**config.mk**
```make
export PLATFORM = sky130hd
export DESIGN_NAME = emrt_cell
export DESIGN_NICKNAME = d
export VERILOG_FILES = /design/src/exact_match_rule_table_defines.svh /design/src/emrt_pkg.sv /design/src/emrt_cell.sv
export SDC_FILE = /design/constraint.sdc
export NUM_CORES = 1
export LEC_CHECK = 0
export BUFFER_PORTS_ARGS = -buffer_cell sky130_fd_sc_hd__buf_2
export CAP_MARGIN = 20
export CELL_PAD_IN_SITES_DETAIL_PLACEMENT = 2
export CELL_PAD_IN_SITES_GLOBAL_PLACEMENT = 2
export CORE_MARGIN = 1.5
export CORE_UTILIZATION = 21
export CTS_BUF_LIST = sky130_fd_sc_hd__clkbuf_8 sky130_fd_sc_hd__clkbuf_16
export DETAILED_ROUTE_END_ITERATION = 16
export GPL_TIMING_DRIVEN = 0
export PLACE_DENSITY = 0.78
export SETUP_SLACK_MARGIN = 0.3
export SYNTH_ARGS = -nofsm -noshare
export SYNTH_HDL_FRONTEND = slang
export SYNTH_SLANG_ARGS = --single-unit
```
**constraint.sdc**
```tcl
create_clock -name clock -period 2.05 [get_ports clock]
set_clock_uncertainty 0.05 [all_clocks]
set_input_delay 0 -clock clock [delete_from_list [all_inputs] [get_ports clock]]
set_output_delay 0 -clock clock [all_outputs]
set_load 0.05 [all_outputs]
```
**src/exact_match_rule_table_defines.svh**
```systemverilog
// ---------------------------------------------------------------------------
// Assertion macros for the exact-match rule table
// Shared concurrent assertion forms, clocked on clock and quiet in reset.
// ---------------------------------------------------------------------------
`ifndef EXACT_MATCH_RULE_TABLE_DEFINES_SVH
`define EXACT_MATCH_RULE_TABLE_DEFINES_SVH

// Same-cycle implication: when trig holds, cons holds on the same edge
`define EMRT_ASSERT_IMPL(label, trig, cons, msg) \
   label: assert property (@(posedge clock) disable iff (reset) (trig) |-> (cons)) \
      else $error(msg);

// Next-cycle implication: when trig holds, cons holds on the following edge
`define EMRT_ASSERT_NEXT(label, trig, cons, msg) \
   label: assert property (@(posedge clock) disable iff (reset) (trig) |=> (cons)) \
      else $error(msg);

`endif

```
**src/emrt_pkg.sv**
```systemverilog
`timescale 1ns / 1ps
// ---------------------------------------------------------------------------
// Rule table package
// Types, codes and sizes shared by the rule cells and the table control.
// ---------------------------------------------------------------------------
package emrt_pkg;

   localparam int unsigned MAX_RULES_DEFAULT = 32;
   localparam int unsigned ADDR_W            = 32;
   localparam int unsigned HITS_W            = 32;
   localparam int unsigned COUNT_FIELD_W     = 6;
   localparam logic [1:0]  VERDICT_MAX       = 2'd1;

   // Operation codes carried in the request tuser
   typedef enum logic [2:0] {
      ACT_ADD      = 3'd0,
      ACT_DELETE   = 3'd1,
      ACT_CLEAR    = 3'd2,
      ACT_MATCH    = 3'd3,
      ACT_SNAPSHOT = 3'd4
   } action_type;

   // Result status codes
   typedef enum logic [2:0] {
      STAT_OK        = 3'd0,
      STAT_INVALID   = 3'd1,
      STAT_DUPLICATE = 3'd2,
      STAT_FULL      = 3'd3,
      STAT_NOT_FOUND = 3'd4
   } status_type;

   // Control sequencer states
   typedef enum logic [1:0] {
      ST_IDLE = 2'd0,
      ST_EXEC = 2'd1,
      ST_SNAP = 2'd2
   } state_type;

   // One stored rule
   typedef struct packed {
      logic [ADDR_W-1:0] address;
      logic              verdict;
      logic              enable;
      logic [HITS_W-1:0] hits;
   } entry_type;

   // Per-cell command from the table control
   typedef struct packed {
      logic compare_en;
      logic load_new;
      logic take_next;
      logic take_head;
      logic bump;
   } cell_ctrl_type;

endpackage

```
**src/emrt_cell.sv**
```systemverilog
`timescale 1ns / 1ps
// ---------------------------------------------------------------------------
// Rule cell
// Holds one rule, compares it against the search key, counts its hits and takes a new rule,
// its right-hand neighbor or the head of the chain on command.
// ---------------------------------------------------------------------------
module emrt_cell (
   input  logic                              clock,
   input  emrt_pkg::cell_ctrl_type           ctrl,
   input  logic [emrt_pkg::ADDR_W-1:0]       key,
   input  emrt_pkg::entry_type               new_entry,
   input  emrt_pkg::entry_type               next_entry,
   input  emrt_pkg::entry_type               head_entry,
   output emrt_pkg::entry_type               entry,
   output logic                              match
);

   emrt_pkg::entry_type entry_ff;
   emrt_pkg::entry_type entry_in;
   logic                match_ff;

   // Select the next contents of the cell
   always_comb begin
      entry_in = entry_ff;
      if (ctrl.load_new) begin
         entry_in = new_entry;
      end else if (ctrl.take_next) begin
         entry_in = next_entry;
      end else if (ctrl.take_head) begin
         entry_in = head_entry;
      end
      if (ctrl.bump) begin
         entry_in.hits = entry_ff.hits + emrt_pkg::HITS_W'(1);
      end
   end

   // Hold the rule and the address compare taken at the transfer
   always_ff @(posedge clock) begin
      entry_ff <= entry_in;
      if (ctrl.compare_en) begin
         match_ff <= (entry_ff.address == key);
      end
   end

   assign entry = entry_ff;
   assign match = match_ff;

endmodule
```
# Word level (Yosys, flattened, before mapping)
# Index checks and enable logic that the tools add are counted.
dict set report op_classes {
  reduce_logical 2
  add_sub_neg 1
  n_eq_ne 1
  n_mux 4
}
# op n
set op_table {}
lappend op_table {{2-to-1 mux 66 bit} 3}
lappend op_table {{adder 32 x 1 -> 32 bit (second input constant)} 1}
lappend op_table {{== test 32 bit} 1}
lappend op_table {{2-to-1 mux 32 bit} 1}
lappend op_table {{nonzero test 4 bit} 1}
lappend op_table {{nonzero test 3 bit} 1}
dict set report totals {
  input_bits 236
  out_inout_bits 67
  ff_bits 67
}

# Longest topological paths before layout
dict set report logic_depth {
  ltp_word 4
  ltp_mapped 6
  mapped_depth_nobuf 6
}

# Least setup slack after synthesis
# No wires, ideal clock.
dict set report synth_timing {
  kind {reg-to-reg}
  startpoint {reg entry_ff, in the netlist entry[0]}
  endpoint {reg entry_ff, in the netlist entry[28] (data pin)}
  path_buffers 0
  setup_ps 270
  synth_period_minus_slack_ps 2321
  setup_slack_ps -271
  path_stages_with_launch 7
  arrival_ps 2001
  path_cell_list {edfxtp_1 ha_1 nand4_1 nor4_4 nand4_1 xor2_1 a21oi_1}
}
# item line
set synth_rtl {}
lappend synth_rtl {{from (decl)} emrt_cell.sv:18} ;# emrt_pkg::entry_type entry_ff;
lappend synth_rtl {{from (signal assigned)} emrt_cell.sv:39} ;# entry_ff <= entry_in;

==> run_results.csv <==
group,metric,value,unit
clocking,cts-root-buf,"clkbuf_16",
run_status,outcome,"finished, final reports clean",
place,placedCellCount,1032,
yosys,ys_seq_area_share,43.9,%
min_path,holdPathEnd,"entry[4]$_DFFE_PP_",
setup_path,cp.arrival,1960,ps
yosys,yosys.area.top_type,"edfxtp_1",
yosys,synth_nets,695,
cells_and_area,syn_to_final_growth,79.1,%
sta,slew_violations,0,
sta,min_period_over_period,95.0,%
floorplan,io-pin-count,303,
floorplan,dieArea,0.0227,mm2
routing,viasPerCell,4.75,
yosys,ys_top_cells_by_area,"edfxtp_1, mux2i_1, xor2_1",
place,hpwl,17100,um
setup_path,reg2reg_from,"entry[5]$_DFFE_PP_",
power,p_comb_share,37.3,%
place,port-buffer-count,299,
setup_path,r2r_setup_slack,100,ps
setup_path,worst_path_max_delay_cell,"edfxtp_1",
global_routing,grt_max_degree,36,
setup_path,rr_worst_depth,7,
sta,tightest_slew,698,ps
setup_path,r2r-end,"entry[25]$_DFFE_PP_",
floorplan,coreArea,0.0212,mm2
setup_path,path_class,"flop to flop",
yosys,synth_cells,458,
clocking,cts.clk_slew.worst_paths,60,ps
global_routing,track_usage,22.3,%
routing,wl,26900,um
setup_path,required,2070,ps
clocking,cts_tree,"built",
cells_and_area,stdcell_count,1185,
floorplan,fp.dieH,151,um
setup_path,critPathMaxStageDelay,460,ps
power,switching_power,2.11,mW
sta,fin_ws,102,ps
cells_and_area,layout_commonest_cell,"buf_2",
routing,drc,0,
power,swShare,38.1,%
routing,detail-route-antenna-nets,0,
sta,finalCriticalPeriod,1950,ps
yosys,postSynthAreaPerCell,10.0,um2
yosys,ys_ff_latch,67,
global_routing,grt_pass1_wl,37200,um
power,leakage,3.74,nW
sta,setup_viol,0,
clocking,clkSinkCount,67,
clocking,cts_max_path_buffers,2,
yosys,syn_area,0.00459,mm2
power,ir_worst_vdd,0.286,mV
sta,hold_viol_final,0,
power,p_clk_share,28.2,%
sta,max-slew-margin-rel,53.5,%
clocking,cts_made_buffers,9,
setup_path,cp_max_fo,7,
place,gp_congestion,0.821,
routing,dr.pass1.iters,4,
routing,drtIter0Drc,181,
floorplan,start_util,21.6,%
place,pre_cts_ws,-320,ps
cells_and_area,final_cell_mix,"buf_2, dlygate4sd3_1, mux2i_1, edfxtp_1, xor2_1",
routing,drt-wirelength-per-cell,22.7,um
cells_and_area,nets,1140,
clocking,worst_skew_pair.late_latency,340,ps
cells_and_area,drive_gt1_share,42.7,%
global_routing,overflow,0,
yosys,yosys.area.top_type_share,43.9,%
power,sequentialPowerShare,34.5,%
global_routing,grt_pass1_vias,6314,
setup_path,cp-end-kind,"flop",
global_routing,antenna_found_initial,4,
setup_path,cp-start-kind,"flop",
setup_path,critPathTopFamily,"simple AND/OR/NAND/NOR gates",
setup_path,worst-path-buf-inv,2,
yosys,yosysWarnings,0,
floorplan,die_x,151,um
power,cellPowerDensity,673,mW/mm2
yosys,synth_cell_types,25,
setup_path,path_cells,"nand4_1, nor4_4, buf_6, buf_6, nand4_1, xor2_1, a21oi_1",
min_path,hp-class,"input port to flop",
floorplan,row_count,53,
sta,max_freq,513,MHz
clocking,htreeDepth,3,
power,p_int,3.42,mW
min_path,holdPathStages,3,
min_path,min_from,"new_entry[4]",
flow_run,drv_cap,0,
sta,rsz0062_at_grt,"true",
routing,vias,5624,
-- power by group through the flow --
stage | Clock [mW] | Combinational, mW | Sequential (mW)
finish | 1.56 | 2.06 | 1.91
global route | 1.65 | 2.19 | 1.93
CTS | 1.57 | 1.91 | 1.89
detailed placement | 0 | 1.62 | 1.95
global placement | 0 | 1.59 | 1.93
floorplan | 0 | 0.476 | 2.47
-- through the flow --
step	total power [mW]	setup TNS (ps)	cell area, um2	utilization, %	hold WS, ps
4_1_cts	5.38	0	7990	37.7	3.63
3_5_place_dp	3.57	-10740	6460	30.4	153
6_report	5.53	0	8210	38.7	22.5
2_1_floorplan	2.95	-1320	4620	-	62.5
5_1_grt	5.76	0	8210	38.7	18.5
3_3_place_gp	3.52	-10080	6460	30.4	154
-- worst max-delay path by stage --
stage                            start                   to  depth (start not counted)
floorplan           entry[0]$_DFFE_PP_  entry[22]$_DFFE_PP_                          6
global placement               ctrl[2]   entry[4]$_DFFE_PP_                          4
detailed placement  entry[0]$_DFFE_PP_  entry[22]$_DFFE_PP_                          6
CTS                 entry[0]$_DFFE_PP_  entry[22]$_DFFE_PP_                          7
global route        entry[3]$_DFFE_PP_  entry[26]$_DFFE_PP_                          7
finish              entry[5]$_DFFE_PP_  entry[25]$_DFFE_PP_                          7
-- worst reg2reg max path, stage by stage (launching register included) --
cell	delay, ps
edfxtp_1	460
nand4_1	200
nor4_4	320
buf_6	170
buf_6	120
nand4_1	120
xor2_1	160
a21oi_1	80
-- registers in the layout (all words and copies together) (netlist names) --
register	count
entry	66
match	1
-- layer usage --
layer	up-vias	track usage [%]	routed length, um
li1	2593	-	-
met1	2752	23.5	10100
met2	239	43.7	14500
met3	36	5.06	1630
met4	4	6.75	587
met5	-	0	30
-- repair_timing --
item	in CTS	in global routing
buffers inserted	25	12
setup endpoints to repair	52	62
resized for setup	17	28
hold buffers	97	0
endpoints found under the hold margin	60	0
gates cloned	0	1
pin swaps	16	24
-- area by class of cell --
cell class / instances / area [um2]
fill: 2341 / 13000
multi-input combinational: 361 / 2630
sequential: 67 / 2010
buffer: 31 / 131
tap: 275 / 344
antenna: 2 / 5.00
clock buffer: 9 / 225
timing repair buffer: 433 / 2810
clock inverter: 7 / 61.3
-- logic make-up (layout without fill, tap and decap cells) --
logic type	count (synthesis)	count (layout)	synth area share [%]
XOR/XNOR	62	62	11.8
multiplexers	67	67	14.6
flip-flops	67	67	43.9
adder cells (fa/ha/maj)	1	1	0.273
AO/OA/AOI/OAI	97	97	12.2
buffers and inverters	31	480	2.76
AND/OR/NAND/NOR	133	134	14.4
other	0	2	0
-- synth_stat cells (all sizes together) --
library cell,instances
a211oi,30
a21oi,32
and2,1
and3,5
and4,3
buf,10
clkbuf,21
edfxtp,67
ha,1
mux2i,67
nand2,45
nand3,15
nand4,13
nand4b,1
nor2,35
nor3,3
nor4,10
o21ai,35
or2,1
or3,1
xnor2,6
xor2,56
Power figures use the tool's default switching activity.
